[src/rtl/tsp_pkg.sv]
// shared types, constants and decode functions for the utc timestamp parser
// no dependencies; used by every rtl file of the block
package tsp_pkg;

  localparam int unsigned TsLength = 20;

  localparam logic [2:0] STAT_OK        = 3'd0;
  localparam logic [2:0] STAT_LENGTH    = 3'd1;
  localparam logic [2:0] STAT_SEPARATOR = 3'd2;
  localparam logic [2:0] STAT_DIGIT     = 3'd3;
  localparam logic [2:0] STAT_RANGE     = 3'd4;

  localparam logic [7:0] CH_NONE  = 8'h00;
  localparam logic [7:0] CH_DASH  = 8'h2D;
  localparam logic [7:0] CH_T     = 8'h54;
  localparam logic [7:0] CH_COLON = 8'h3A;
  localparam logic [7:0] CH_Z     = 8'h5A;
  localparam logic [7:0] CH_ZERO  = 8'h30;
  localparam logic [7:0] CH_NINE  = 8'h39;

  localparam logic [13:0] YEAR_MIN    = 14'd2024;
  localparam logic [13:0] YEAR_MAX    = 14'd2099;
  localparam logic [13:0] YEAR_EPOCH  = 14'd1970;
  localparam logic [6:0]  MONTH_MAX   = 7'd12;
  localparam logic [6:0]  DAY_MAX     = 7'd31;
  localparam logic [6:0]  HOUR_MAX    = 7'd23;
  localparam logic [6:0]  MINSEC_MAX  = 7'd59;
  localparam logic [16:0] LEAP_OFFSET = 17'd492;
  localparam logic [31:0] EPOCH_FLOOR = 32'd1700000000;

  typedef enum logic [2:0] {
    ST_SCAN,
    ST_DAYS,
    ST_TOD,
    ST_EPOCH,
    ST_OUT
  } state_t;

  typedef struct packed {
    logic take;
    logic calc_days;
    logic calc_tod;
    logic calc_epoch;
    logic clear;
  } cmd_t;

  // expected separator at a string position, CH_NONE for digit positions
  function automatic logic [7:0] sep_char(input logic [4:0] pos);
    logic [7:0] ch;
    unique case (pos) inside
      5'd4, 5'd7:   ch = CH_DASH;
      5'd10:        ch = CH_T;
      5'd13, 5'd16: ch = CH_COLON;
      5'd19:        ch = CH_Z;
      default:      ch = CH_NONE;
    endcase
    return ch;
  endfunction

  function automatic logic [8:0] days_before_month(input logic [3:0] midx);
    logic [8:0] d;
    unique case (midx)
      4'd0:    d = 9'd0;
      4'd1:    d = 9'd31;
      4'd2:    d = 9'd59;
      4'd3:    d = 9'd90;
      4'd4:    d = 9'd120;
      4'd5:    d = 9'd151;
      4'd6:    d = 9'd181;
      4'd7:    d = 9'd212;
      4'd8:    d = 9'd243;
      4'd9:    d = 9'd273;
      4'd10:   d = 9'd304;
      4'd11:   d = 9'd334;
      default: d = 9'd0;
    endcase
    return d;
  endfunction

endpackage

[src/rtl/tsp_ctrl.sv]
// sequencer of the timestamp parser: scan, three epoch steps, result hold
// depends on tsp_pkg
module tsp_ctrl (
  input  logic           clk,
  input  logic           rst_n,
  input  logic           in_valid,
  input  logic           in_last_char,
  input  logic           out_stall,
  output logic           in_stall,
  output logic           out_valid,
  output tsp_pkg::cmd_t  cmd
);

  tsp_pkg::state_t state_r, state_nxt;

  always_ff @(posedge clk) begin
    if (!rst_n) begin
      state_r <= tsp_pkg::ST_SCAN;
    end else begin
      state_r <= state_nxt;
    end
  end

  always_comb begin
    state_nxt = state_r;
    cmd       = '0;
    in_stall  = 1'b1;
    out_valid = 1'b0;
    unique case (state_r)
      tsp_pkg::ST_SCAN: begin
        in_stall = 1'b0;
        cmd.take = in_valid;
        if (in_valid && in_last_char) begin
          state_nxt = tsp_pkg::ST_DAYS;
        end
      end
      tsp_pkg::ST_DAYS: begin
        cmd.calc_days = 1'b1;
        state_nxt     = tsp_pkg::ST_TOD;
      end
      tsp_pkg::ST_TOD: begin
        cmd.calc_tod = 1'b1;
        state_nxt    = tsp_pkg::ST_EPOCH;
      end
      tsp_pkg::ST_EPOCH: begin
        cmd.calc_epoch = 1'b1;
        state_nxt      = tsp_pkg::ST_OUT;
      end
      tsp_pkg::ST_OUT: begin
        out_valid = 1'b1;
        if (!out_stall) begin
          cmd.clear = 1'b1;
          state_nxt = tsp_pkg::ST_SCAN;
        end
      end
      default: state_nxt = tsp_pkg::ST_SCAN;
    endcase
  end

endmodule

[src/rtl/tsp_dp.sv]
// datapath of the timestamp parser: position, field accumulators, checks, epoch
// depends on tsp_pkg; driven by tsp_ctrl commands
module tsp_dp (
  input  logic           clk,
  input  logic           rst_n,
  input  tsp_pkg::cmd_t  cmd,
  input  logic [7:0]     character,
  output logic [2:0]     status,
  output logic [13:0]    year,
  output logic [6:0]     month,
  output logic [6:0]     day,
  output logic [6:0]     hour,
  output logic [6:0]     minute,
  output logic [6:0]     second,
  output logic [31:0]    epoch_seconds
);

  logic [4:0]  pos_r, pos_nxt;
  logic [13:0] year_r, year_nxt;
  logic [6:0]  month_r, month_nxt;
  logic [6:0]  day_r, day_nxt;
  logic [6:0]  hour_r, hour_nxt;
  logic [6:0]  minute_r, minute_nxt;
  logic [6:0]  second_r, second_nxt;
  logic [2:0]  err_r, err_nxt;

  logic [2:0]  status_r;
  logic [15:0] days_r;
  logic [16:0] tod_r;
  logic [31:0] epoch_r;

  logic        is_digit;
  logic [3:0]  digit;
  logic [7:0]  want;
  logic [2:0]  new_err;

  assign is_digit = (character >= tsp_pkg::CH_ZERO) && (character <= tsp_pkg::CH_NINE);
  assign digit    = 4'(character - tsp_pkg::CH_ZERO);
  assign want     = tsp_pkg::sep_char(pos_r);

  always_comb begin
    pos_nxt    = pos_r;
    year_nxt   = year_r;
    month_nxt  = month_r;
    day_nxt    = day_r;
    hour_nxt   = hour_r;
    minute_nxt = minute_r;
    second_nxt = second_r;
    err_nxt    = err_r;
    new_err    = tsp_pkg::STAT_OK;
    if (cmd.clear) begin
      pos_nxt    = '0;
      year_nxt   = '0;
      month_nxt  = '0;
      day_nxt    = '0;
      hour_nxt   = '0;
      minute_nxt = '0;
      second_nxt = '0;
      err_nxt    = tsp_pkg::STAT_OK;
    end else if (cmd.take) begin
      if (pos_r < 5'(tsp_pkg::TsLength)) begin
        if (want != tsp_pkg::CH_NONE) begin
          if (character != want) begin
            new_err = tsp_pkg::STAT_SEPARATOR;
          end
        end else if (!is_digit) begin
          new_err = tsp_pkg::STAT_DIGIT;
        end else if (pos_r <= 5'd3) begin
          year_nxt = 14'(year_r * 14'd10 + 14'(digit));
        end else if (pos_r <= 5'd6) begin
          month_nxt = 7'(month_r * 7'd10 + 7'(digit));
        end else if (pos_r <= 5'd9) begin
          day_nxt = 7'(day_r * 7'd10 + 7'(digit));
        end else if (pos_r <= 5'd12) begin
          hour_nxt = 7'(hour_r * 7'd10 + 7'(digit));
        end else if (pos_r <= 5'd15) begin
          minute_nxt = 7'(minute_r * 7'd10 + 7'(digit));
        end else begin
          second_nxt = 7'(second_r * 7'd10 + 7'(digit));
        end
      end
      // keep the lowest nonzero code: separator wins over non-digit
      if (new_err != tsp_pkg::STAT_OK &&
          (err_r == tsp_pkg::STAT_OK || new_err < err_r)) begin
        err_nxt = new_err;
      end
      if (pos_r != 5'd31) begin
        pos_nxt = pos_r + 5'd1;
      end
    end
  end

  always_ff @(posedge clk) begin
    if (!rst_n) begin
      pos_r    <= '0;
      year_r   <= '0;
      month_r  <= '0;
      day_r    <= '0;
      hour_r   <= '0;
      minute_r <= '0;
      second_r <= '0;
      err_r    <= tsp_pkg::STAT_OK;
    end else begin
      pos_r    <= pos_nxt;
      year_r   <= year_nxt;
      month_r  <= month_nxt;
      day_r    <= day_nxt;
      hour_r   <= hour_nxt;
      minute_r <= minute_nxt;
      second_r <= second_nxt;
      err_r    <= err_nxt;
    end
  end

  // epoch steps: day count and status, time of day, then the final sum
  logic        range_bad;
  logic [2:0]  status_nxt;
  logic [16:0] days_nxt;
  logic [3:0]  midx;
  logic        leap_add;
  logic [16:0] tod_nxt;
  logic [31:0] epoch_sum;

  assign range_bad = (year_r < tsp_pkg::YEAR_MIN) || (year_r > tsp_pkg::YEAR_MAX) ||
                     (month_r == 7'd0) || (month_r > tsp_pkg::MONTH_MAX) ||
                     (day_r == 7'd0) || (day_r > tsp_pkg::DAY_MAX) ||
                     (hour_r > tsp_pkg::HOUR_MAX) || (minute_r > tsp_pkg::MINSEC_MAX) ||
                     (second_r > tsp_pkg::MINSEC_MAX);

  always_comb begin
    if (pos_r != 5'(tsp_pkg::TsLength)) begin
      status_nxt = tsp_pkg::STAT_LENGTH;
    end else if (err_r != tsp_pkg::STAT_OK) begin
      status_nxt = err_r;
    end else if (range_bad) begin
      status_nxt = tsp_pkg::STAT_RANGE;
    end else begin
      status_nxt = tsp_pkg::STAT_OK;
    end
  end

  assign midx     = 4'(month_r - 7'd1);
  assign leap_add = (year_r[1:0] == 2'b00) && (month_r > 7'd2);
  assign days_nxt = 17'(8'(year_r - tsp_pkg::YEAR_EPOCH) * 17'd365)
                  + 17'((year_r - 14'd1) >> 2) - tsp_pkg::LEAP_OFFSET
                  + 17'(tsp_pkg::days_before_month(midx)) + 17'(leap_add)
                  + 17'(day_r) - 17'd1;
  assign tod_nxt  = 17'(hour_r * 17'd3600) + 17'(minute_r * 17'd60) + 17'(second_r);
  assign epoch_sum = 32'(days_r * 32'd86400) + 32'(tod_r);

  always_ff @(posedge clk) begin
    if (cmd.calc_days) begin
      status_r <= status_nxt;
      days_r   <= 16'(days_nxt);
    end else if (cmd.calc_epoch) begin
      if (status_r == tsp_pkg::STAT_OK && epoch_sum >= tsp_pkg::EPOCH_FLOOR) begin
        epoch_r <= epoch_sum;
      end else begin
        epoch_r <= '0;
        if (status_r == tsp_pkg::STAT_OK) begin
          status_r <= tsp_pkg::STAT_RANGE;
        end
      end
    end
    if (cmd.calc_tod) begin
      tod_r <= tod_nxt;
    end
  end

  assign status        = status_r;
  assign year          = year_r;
  assign month         = month_r;
  assign day           = day_r;
  assign hour          = hour_r;
  assign minute        = minute_r;
  assign second        = second_r;
  assign epoch_seconds = epoch_r;

endmodule

[src/rtl/iso8601_timestamp_parser.sv]
// top level of the utc timestamp parser (YYYY-MM-DDTHH:MM:SSZ to epoch seconds)
// depends on tsp_pkg, tsp_ctrl and tsp_dp
//
// usage:
//   the input channel (in_valid, in_stall, in_character, in_last_char) takes one
//   byte of the string per item, first byte first; in_last_char marks the end.
//   while a string is being scanned in_stall is low, so one byte enters per cycle.
//   after the marked byte is accepted, in_stall goes high and the block works
//   out the epoch in order: day count and status, time of day, then
//   days * 86400 plus time of day (constant multipliers; time of day uses two).
//   the result item appears on out_* once ST_DAYS, ST_TOD and ST_EPOCH have
//   run, and holds until taken (out_valid high, out_stall low).
//   the cycle after the take, in_stall drops and the next string may start.
//   a new string is not accepted until the result of the last one is taken;
//   out_status reports ok, wrong length, bad separator,
//   non-digit or out of range, and out_epoch_seconds is zero unless ok.
//   the six field outputs show the accumulated digits even on error.
//   reset (rst_n low, synchronous) clears position, accumulators and error and
//   returns the sequencer to scanning with no result pending.
module iso8601_timestamp_parser (
  input  logic        clk,
  input  logic        rst_n,
  input  logic        in_valid,
  output logic        in_stall,
  input  logic [7:0]  in_character,
  input  logic        in_last_char,
  output logic        out_valid,
  input  logic        out_stall,
  output logic [2:0]  out_status,
  output logic [13:0] out_year,
  output logic [6:0]  out_month,
  output logic [6:0]  out_day,
  output logic [6:0]  out_hour,
  output logic [6:0]  out_minute,
  output logic [6:0]  out_second,
  output logic [31:0] out_epoch_seconds
);

  tsp_pkg::cmd_t cmd;

  tsp_ctrl u_ctrl (
    .clk          (clk),
    .rst_n        (rst_n),
    .in_valid     (in_valid),
    .in_last_char (in_last_char),
    .out_stall    (out_stall),
    .in_stall     (in_stall),
    .out_valid    (out_valid),
    .cmd          (cmd)
  );

  tsp_dp u_dp (
    .clk           (clk),
    .rst_n         (rst_n),
    .cmd           (cmd),
    .character     (in_character),
    .status        (out_status),
    .year          (out_year),
    .month         (out_month),
    .day           (out_day),
    .hour          (out_hour),
    .minute        (out_minute),
    .second        (out_second),
    .epoch_seconds (out_epoch_seconds)
  );

endmodule

[config.mk]
export PLATFORM = sky130hd
export DESIGN_NAME = iso8601_timestamp_parser
export DESIGN_NICKNAME = d
export VERILOG_FILES = /design/src/rtl/tsp_pkg.sv /design/src/rtl/tsp_ctrl.sv /design/src/rtl/tsp_dp.sv /design/src/rtl/iso8601_timestamp_parser.sv
export SDC_FILE = /design/constraint.sdc
export NUM_CORES = 1
export LEC_CHECK = 0
export BUFFER_PORTS_ARGS = -buffer_cell sky130_fd_sc_hd__buf_2
export CAP_MARGIN = 20
export CORE_AREA = 8 8 232 145
export CTS_CLUSTER_SIZE = 24
export DETAILED_ROUTE_END_ITERATION = 8
export DIE_AREA = 0 0 240 153
export PLACE_DENSITY = 0.78
export SLEW_MARGIN = 10
export SYNTH_ARGS = -nofsm -noshare
export SYNTH_HDL_FRONTEND = slang
export SYNTH_SLANG_ARGS = --single-unit
export TNS_END_PERCENT = 10
[constraint.sdc]
create_clock -name clk -period 6.7 [get_ports clk]
set_input_delay 1.34 -clock clk [delete_from_list [all_inputs] [get_ports clk]]
set_output_delay 1.34 -clock clk [all_outputs]
set_load 0.01 [all_outputs]
==> impl_metrics.toml, run 1 <==
[floorplanning]
die_y_um = 153
core-area_um2 = 30400
core.rowCount = 50
dieWidth_um = 240
die_area_um2 = 36700
initial_core_util_pct = 53.9
io-pin-count = 99

[placed_design]
dp.cells = 2250
io_buffer_count = 98
gp_congestion = 0.934
place_ws_ps = 129
hpwlAfterDp_mm = 32.0

[setup_path]
max_stage_delay_ps = 580
crit_chain = "ha_1 -> inv_1 -> fa_1 -> inv_1 -> fa_1 -> ha_1 -> fa_1 -> ha_1 -> nand4_1 -> o211a_1 -> or3_1 -> a211o_1 -> or3_2 -> nor3_4 -> a31oi_4 -> o21ai_4 -> buf_4 -> o32ai_1"
worstPathRequired_ps = 6860
path_class = "flip-flop to flip-flop"
end_kind = "flip-flop"
crit_fanout = 12
cp-start-kind = "flip-flop"
worstPathArrival_ps = 6710
crit_slowest_cell = "or3_2"

[logic_synthesis]
synth_edf_count = 68
netlist_area_um2 = 16400
ys_ff_latch = 127
synth_ff_type = "edfxtp_1"
synthesis.instances = 1768
synth_cell_type_count = 86
syn-num-nets = 2188
syn_area_per_cell_um2 = 9.27
ys_seq_area_share_pct = 19.7
ys_warn_count = 0
synth-async-reset-ratio_pct = 0

[layout]
drive_gt1_share_pct = 12.1
fin_cells = 2288
synthToLayoutAreaGrowth_pct = 10.4
fillers = 2578
postLayoutCoreUtil_pct = 59.5
final_nets = 2279
diodes = 0

[sta]
slew_headroom_pct = 38.9
drv_slew = 0
setup_viol_count_final = 0
max_freq_ghz = 0.153
fin_crit_ps = 6540
worst_pin_slew_ps = 913
finalHoldViolCount = 0
setup_ws_ps = 157
period_share_pct = 97.7
skew_ps = 14.8

[detailed_routing]
route.detailed.drc = 0
firstDrtPassIters = 5
drt_iter0_drc = 998
antenna_left = 0
vias_per_cell = 5.69
routed_wl_mm = 40.0
wl_per_cell_um = 17.5
num_vias = 13000

[clocking]
hold_buffers = 0
htree_levels = 4
ctsLongestPathBuffers = 2
root_buffer = "clkbuf_16"
cts-buffers-inserted = 17
cts_tree = "done"
clock_sinks = 127
clk-insertion-delay-late_ps = 440
path_clk_slew_ps = 60

[global_routing]
grt_remaining_overflow = 0
grt_usage_pct = 21.5
grtUsageMet1_pct = 30.9
grt_use_met3_pct = 4.63
grt-busiest-layer = "met2"
antenna_found_initial = 0
grt_pass1_vias = 12800
grt_start_max_net_pins = 57
grt_pass1_wl_mm = 65.1
met2_usage_pct = 32.4

[worst_hold_path]
hp-class = "flip-flop to flip-flop"

[flow_run]
drv.max_cap_violation_count = 0

[run_status]
outcome = "complete, no violations"
[flip-flops by register name (all words and copies together) (netlist names), 5 cells and up]
register and cells:
u_dp.epoch_seconds 32, u_dp.tod_r 17, u_dp.days_r 16, u_dp.year 14, u_dp.day 7, u_dp.hour 7, u_dp.minute 7, u_dp.month 7
u_dp.second 7, u_dp.pos_r 5
[cells in the final DEF, fill, tap and decap left out, types with 5 or more instances in the layout]
master	instances
edfxtp_1	68
o21bai_1	12
clkbuf_16	19
o32ai_1	6
a21boi_0	8
o21a_1	7
nor3b_1	16
o32ai_2	5
or3_1	15
nand2_1	78
o31ai_2	16
nor2_1	135
ha_1	295
fa_1	112
and2_1	11
a21oi_1	92
nand4_1	14
a21o_1	24
nand3_1	19
o22ai_1	5
o21ai_0	62
or2_2	7
nor2b_1	20
buf_4	26
nor3_1	29
a31oi_1	9
o211ai_1	22
dfxtp_1	59
nand2b_1	8
xor2_1	45
xnor2_1	104
a211oi_1	24
buf_2	98
o31ai_1	10
mux2i_1	21
nand3b_1	5
inv_1	257
nor4_1	6
[critical path, delay by kind of cell (launching register included)]
kind	cells	cell delay (ps)
adder cells (fa/ha/maj)	6	2550
AND/OR/NAND/NOR	4	1500
AO/OA/AOI/OAI	5	1340
flip-flops	1	480
buffers and inverters	3	390
[cell usage after synthesis (all sizes together) (10+ instances only)]
cell type	instances	area, µm²
ha	295	3690
inv	259	972
nor2	136	518
fa	112	2240
xnor2	106	936
a21oi	94	482
nand2	80	305
edfxtp	68	2040
o21ai	66	338
dfxtp	59	1180
xor2	47	419
clkbuf	40	153
nor3	32	171
a211oi	26	200
o31ai	26	265
a21o	25	188
o211ai	23	178
mux2i	21	210
nor2b	20	125
nand3	19	95.1
nor3b	17	128
or3	17	109
nand4	15	109
buf	14	98.8
o21bai	13	97.6
and2	12	76.3
a21boi	11	82.6
o32ai	11	126
a31oi	10	68.8
[cell type report]
| cell class | count | area, µm² | share of cell area [%] |
|---|---|---|---|
| timing repair buffer | 126 | 717 | 3.96 |
| tap | 416 | 520 | 2.88 |
| multi-input combinational | 1328 | 12100 | 66.7 |
| clock inverter | 11 | 96.3 | 0.532 |
| sequential | 127 | 3220 | 17.8 |
| inverter | 259 | 972 | 5.37 |
| clock buffer | 21 | 503 | 2.78 |
[worst paths after layout]
kind / from / to / slack (ps) / cells after the start
min reg2reg: u_dp.month[6]$_SDFFE_PP0P_ / u_dp.month[6]$_SDFFE_PP0P_ / 530 / 2
max reg2reg: u_dp.days_r[1]$_DFFE_PN_ / u_dp.epoch_seconds[3]$_SDFFCE_PN0P_ / 160 / 18
max: u_dp.days_r[1]$_DFFE_PN_ / u_dp.epoch_seconds[3]$_SDFFCE_PN0P_ / 160 / 18
min: u_dp.month[6]$_SDFFE_PP0P_ / u_dp.month[6]$_SDFFE_PP0P_ / 530 / 2
[per-stage QoR]
| stage | instance area [µm²] | TNS [ps] | hold slack (ps) |
|---|---|---|---|
| 2_1_floorplan | 16400 | 0 | 482 |
| 3_3_place_gp | 17400 | 0 | 493 |
| 3_5_place_dp | 17400 | 0 | 519 |
| 4_1_cts | 18000 | 0 | 536 |
| 5_1_grt | 18100 | -564 | 559 |
| 6_report | 18100 | 0 | 533 |
[repair_timing]
action	in CTS	in global routing
gates resized for setup	0	21
buffers inserted	0	6
setup endpoints to repair	0	39
[routing by layer]
layer / wire length, µm / up-vias
met5: 0 / -
met4: 716 / 0
met3: 2730 / 47
met2: 17300 / 442
met1: 19200 / 6256
li1: - / 6282
[logic make-up (layout without fill, tap and decap cells)]
group | count (synthesis) | in the layout | synth area share (%)
xor+xnor | 154 | 154 | 8.40
compound gates | 352 | 352 | 15.0
buf+inv | 313 | 417 | 7.46
simple gates | 394 | 394 | 12.0
flops | 127 | 127 | 19.7
fa+ha+maj | 407 | 407 | 36.2
mux | 21 | 21 | 1.28
Power of run 1 is not shown: default switching activity piles up to over one toggle a cycle in this logic, so the estimate is an artifact.
==> run 2, diff against run 1 <==
--- a/config.mk
+++ b/config.mk
@@ -7,13 +7,15 @@
 export LEC_CHECK = 0
 export BUFFER_PORTS_ARGS = -buffer_cell sky130_fd_sc_hd__buf_2
 export CAP_MARGIN = 20
-export CORE_AREA = 8 8 232 145
+export CORE_AREA = 8 8 228 143
+export CTS_CLUSTER_DIAMETER = 60
 export CTS_CLUSTER_SIZE = 24
 export DETAILED_ROUTE_END_ITERATION = 8
-export DIE_AREA = 0 0 240 153
+export DIE_AREA = 0 0 236 151
 export PLACE_DENSITY = 0.78
 export SLEW_MARGIN = 10
 export SYNTH_ARGS = -nofsm -noshare
 export SYNTH_HDL_FRONTEND = slang
+export SYNTH_HIERARCHICAL = 1
 export SYNTH_SLANG_ARGS = --single-unit
 export TNS_END_PERCENT = 10
==> run 2 against run 1 <==
  * Fmax up 2.9%
  * Critical path depth up 2
  * Clock-buffer cell count down 4
  * Sequential share of layout area up 0.74 points
  * Synthesized cell count down 4.9%
  * Non-clock buffer count down 11
  * Global-route usage down 0.82 points
  * Design area down 3.9%
  * Critical endpoint is now u_dp/epoch_seconds[13]$_SDFFCE_PN0P_
==> impl_metrics.toml, run 2 <==
[run_status]
outcome = "complete, no violations"

[global_routing]
grt_use_met3_pct = 4.72
grt_start_max_net_pins = 57
antenna_found_initial = 2
grt_usage_pct = 20.7
grt_remaining_overflow = 0
grtUsageMet1_pct = 28.6
grt-busiest-layer = "met2"
met2_usage_pct = 33.0
grt_pass1_wl_mm = 60.5
grt_pass1_vias = 12200

[floorplanning]
core.rowCount = 49
initial_core_util_pct = 54.1
die_area_um2 = 35600
dieWidth_um = 236
io-pin-count = 99
die_y_um = 151
core-area_um2 = 29200

[clocking]
ctsLongestPathBuffers = 2
root_buffer = "clkbuf_16"
cts_tree = "done"
path_clk_slew_ps = 60
clk-insertion-delay-late_ps = 440
clock_sinks = 127
htree_levels = 4
cts-buffers-inserted = 17

[setup_path]
worstPathRequired_ps = 6960
max_stage_delay_ps = 530
cpLargestDelayFamily = "adder cells"
crit_slowest_cell = "fa_1"
path_class = "flip-flop to flip-flop"
end_kind = "flip-flop"
crit_chain = "ha_1 -> fa_1 -> inv_1 -> fa_1 -> inv_1 -> ha_1 -> fa_1 -> ha_1 -> a211o_1 -> a21oi_2 -> nor3b_2 -> a221oi_1 -> nor4b_4 -> nand2_1 -> nor4_4 -> nand4_1 -> o21a_1 -> o2bb2ai_4 -> buf_6 -> a211oi_1"
worstPathArrival_ps = 6620
cp.buffers_inverters = 3
ff2ff_setup_slack_ps = 340
cp-start-kind = "flip-flop"
crit_fanout = 31

[detailed_routing]
antenna_left = 0
wl_per_cell_um = 16.9
num_vias = 12200
route.detailed.drc = 0
vias_per_cell = 5.63
drt_iter0_drc = 895
routed_wl_mm = 36.7
firstDrtPassIters = 5

[logic_synthesis]
syn_area_per_cell_um2 = 9.40
synth_area_leaders = "ha_1 (23%), fa_1 (14%), edfxtp_1 (13%)"
ys_ff_latch = 127
synth-async-reset-ratio_pct = 0
yosys-top-cells-count = "ha_1 (291), inv_1 (242), nor2_1 (124), a21oi_1 (118), fa_1 (112)"
synth_edf_count = 68
synth_cell_type_count = 82
syn-num-nets = 2098
synth_top_area_cell = "ha_1"
synth_top_area_share_pct = 23.0
synth_ff_type = "edfxtp_1"
synthesis.instances = 1682
ys_seq_area_share_pct = 20.4
netlist_area_um2 = 15800
ys_warn_count = 6
synth.most_common_cell = "ha_1"

[layout]
final_nets = 2194
final_cell_mix = "ha_1 (290), inv_1 (241), nor2_1 (124)"
fin_cells = 2173
diodes = 0
layout_commonest_cell = "ha_1"
synthToLayoutAreaGrowth_pct = 10.1
largest_reg_flops = 32
drive_gt1_share_pct = 10.8
postLayoutCoreUtil_pct = 59.5

[placed_design]
dp.cells = 2138
hpwlAfterDp_mm = 30.2
io_buffer_count = 98
gp_congestion = 0.888
place_ws_ps = 160

[sta]
setup_viol_count_final = 0
max_freq_ghz = 0.157
grt_setup_unrepaired = "no"
slew_headroom_pct = 29.4
worst_pin_slew_ps = 1060
setup_ws_ps = 339
drv_slew = 0
skew_ps = 9.13
tns_ps = 0
period_share_pct = 94.9
fin_crit_ps = 6360
finalHoldViolCount = 0

[worst_hold_path]
hp-class = "flip-flop to flip-flop"

[flow_run]
drv.max_cap_violation_count = 0
==> run 2: cells by family (layout without fill, tap and decap cells) <==
kind of cell	after synthesis	in the layout	share of synthesized area, %
adder cells (fa/ha/maj)	403	403	37.2
AO/OA/AOI/OAI	330	330	13.7
flip-flops	127	127	20.4
AND/OR/NAND/NOR	364	364	11.7
multiplexers	23	23	1.46
buffers and inverters	280	389	6.86
XOR/XNOR	155	155	8.64
==> run 2: worst reg2reg max path, stage by stage, from the launching register on <==
cell       delay, ps
edfxtp_1         490
ha_1             370
fa_1             530
inv_1             60
fa_1             500
inv_1             40
ha_1             300
fa_1             460
ha_1             430
a211o_1          340
a21oi_2          240
nor3b_2          250
a221oi_1         160
nor4b_4          380
nand2_1          220
nor4_4           430
nand4_1          160
o21a_1           250
o2bb2ai_4        130
buf_6            190
a211oi_1         240
==> run 2: layout make-up <==
class                           instances  area (µm²)
Timing Repair Buffer                  115         634
Clock buffer                           17         425
Sequential cell                       127        3230
Tap cell                              382         478
Multi-Input combinational cell       1275       11500
Clock inverter                         15         175
Fill cell                            2438       11800
Inverter                              242         912
==> run 2: per-stage QoR <==
| stage | hold slack, ps | area [µm²] |
|---|---|---|
| finish | 516 | 17400 |
| global route | 555 | 17400 |
| CTS | 523 | 17300 |
| detailed placement | 515 | 16700 |
| global placement | 501 | 16700 |
| floorplan | 482 | 15800 |
==> run 2: repair_timing <==
action / CTS / global route
endpoints found under the setup margin: 0 / 33
gates resized for setup: 0 / 9
hold buffers: 0 / 0
setup buffers: 0 / 3
==> run 2: worst paths after layout <==
kind                         startpoint  cells after the start                                   end
min reg2reg  u_dp/month[6]$_SDFFE_PP0P_                      2            u_dp/month[6]$_SDFFE_PP0P_
min          u_dp/month[6]$_SDFFE_PP0P_                      2            u_dp/month[6]$_SDFFE_PP0P_
max reg2reg    u_dp/days_r[5]$_DFFE_PP_                     20  u_dp/epoch_seconds[13]$_SDFFCE_PN0P_
max            u_dp/days_r[5]$_DFFE_PP_                     20  u_dp/epoch_seconds[13]$_SDFFCE_PN0P_
==> run 2: per-layer routing <==
metal,share of wire (%),wire [µm]
met5,0.025,9
met4,1.1,406
met3,6.2,2270
met2,44,16100
met1,49,17900
Power of run 2 is left out for the same reason.
==> run 3, diff against run 2 <==
--- a/config.mk
+++ b/config.mk
@@ -7,12 +7,12 @@
 export LEC_CHECK = 0
 export BUFFER_PORTS_ARGS = -buffer_cell sky130_fd_sc_hd__buf_2
 export CAP_MARGIN = 20
-export CORE_AREA = 8 8 228 143
+export CORE_AREA = 8 8 263 164
 export CTS_CLUSTER_DIAMETER = 60
 export CTS_CLUSTER_SIZE = 24
 export DETAILED_ROUTE_END_ITERATION = 8
-export DIE_AREA = 0 0 236 151
-export PLACE_DENSITY = 0.78
+export DIE_AREA = 0 0 271 172
+export PLACE_DENSITY = 0.62
 export SLEW_MARGIN = 10
 export SYNTH_ARGS = -nofsm -noshare
 export SYNTH_HDL_FRONTEND = slang
==> run 3 against run 2 <==
  * Clock skew grew 4.5 ps
  * First-iteration DRC count shrank 23%
  * Sequential share of layout area shrank 0.27 points
  * Hold slack lost 4.8 ps
  * Non-clock buffer count grew 9
==> impl_metrics.toml, run 3 (synthesized netlist as in run 2, its figures left out) <==
[detailed_routing]
firstDrtPassIters = 5
route.detailed.drc = 0
routed_wl_mm = 36.9
vias_per_cell = 5.15
drt_iter0_drc = 687
antenna_left = 0
num_vias = 12000
wl_per_cell_um = 15.8

[setup_path]
path_class = "flip-flop to flip-flop"
ff2ff_setup_slack_ps = 460
crit_fanout = 10
worstPathRequired_ps = 6870
end_kind = "flip-flop"
worstPathArrival_ps = 6410
cp-start-kind = "flip-flop"

[sta]
tns_ps = 0
max_freq_ghz = 0.160
drv_slew = 0
setup_viol_count_final = 0
slew_headroom_pct = 30.4
worst_pin_slew_ps = 1040
grt_setup_unrepaired = "no"
period_share_pct = 93.2
skew_ps = 13.6
fin_crit_ps = 6240
finalHoldViolCount = 0

[floorplanning]
io-pin-count = 99
initial_core_util_pct = 40.1
die_area_um2 = 46600
dieWidth_um = 271
die_y_um = 172
core-area_um2 = 39400
core.rowCount = 57

[placed_design]
hpwlAfterDp_mm = 30.5
detailed_place.area_um2 = 17000
io_buffer_count = 98
gp_congestion = 0.832

[clocking]
cts_tree = "done"
root_buffer = "clkbuf_16"
htree_levels = 4
ctsLongestPathBuffers = 2
clk-insertion-delay-late_ps = 450
path_clk_slew_ps = 60
clock_sinks = 127
cts-buffers-inserted = 17

[run_status]
outcome = "complete, no violations"

[global_routing]
grt_pass1_vias = 11500
antenna_found_initial = 1
grt_start_max_net_pins = 57
grt_remaining_overflow = 0
grt_pass1_wl_mm = 59.7
grt_usage_pct = 15.7

[layout]
drive_gt1_share_pct = 11.2
fillers = 3791
largest_reg_flops = 32
final_nets = 2204
final_area_um2 = 17600
final_cell_mix = "ha_1 (291), inv_1 (242), nor2_1 (124)"
layout_commonest_cell = "ha_1"
synthToLayoutAreaGrowth_pct = 11.6

[worst_hold_path]
hp-class = "flip-flop to flip-flop"

[flow_run]
drv.max_cap_violation_count = 0
## run 3: changes by cell type in the layout (fill, tap and decap cells not counted), sizes merged
cell and delta:
buf +9, clkinv -3, inv +4, xnor2 +1, bufinv -1, diode +1
## run 3: area by class of cell
class                   count  area [µm²]  share of cell area (%)
clock inverters            15         165                   0.936
diodes                      1        2.50                  0.0142
multi-input cells        1276       11600                    65.6
inverters                 242         908                    5.15
well taps                 531         664                    3.77
clock buffers              17         425                    2.41
flip-flops and latches    127        3220                    18.3
repair buffers            124         686                    3.89
## run 3: stage by stage
step                      utilization (%)  worst slack (ps)  instances  hold WS [ps]
after global routing                 44.7              8.55       2332           537
after detailed placement             43.0               255       2292           512
after floorplan                         -               800       1682           482
final                                44.7               459       2333           511
after global placement               43.0               429       2292           500
after CTS                            44.5               247       2324           521
## run 3: repair_timing
item	CTS	global route
buffers inserted	0	7
endpoints found under the setup margin	0	31
resized for setup	0	3
hold endpoints to repair	0	0
hold buffers	0	0
## run 3: final timing paths
check | start | to | cells after the start
max | u_dp/days_r[5]$_DFFE_PP_ | u_dp/epoch_seconds[22]$_SDFFCE_PN0P_ | 20
max reg2reg | u_dp/days_r[5]$_DFFE_PP_ | u_dp/epoch_seconds[22]$_SDFFCE_PN0P_ | 20
min reg2reg | u_dp/month[6]$_SDFFE_PP0P_ | u_dp/month[6]$_SDFFE_PP0P_ | 2
min | u_dp/month[6]$_SDFFE_PP0P_ | u_dp/month[6]$_SDFFE_PP0P_ | 2
## run 3: worst max-delay path: stages (launching register included)
cell and delay (ps):
edfxtp_1 470, ha_1 350, fa_1 510, inv_1 50, fa_1 500, inv_1 50
ha_1 300, fa_1 460, ha_1 430, a211o_1 340, a21oi_2 260, nor3b_2 250
a221oi_1 150, nor4b_4 390, nand2_1 220, nor4_4 310, nand4_1 150, buf_4 210
xnor2_4 250, buf_4 230, a211oi_2 80
## run 3: routing by layer
metal  vias up  wire length [µm]  track usage, %
met3        26              1950            3.56
li1       6008                 -               -
met4         0               296            3.67
met5         -                 0               0
met2       264             15300            22.7
met1      5706             19400            23.3
Power of run 3 is left out for the same reason.
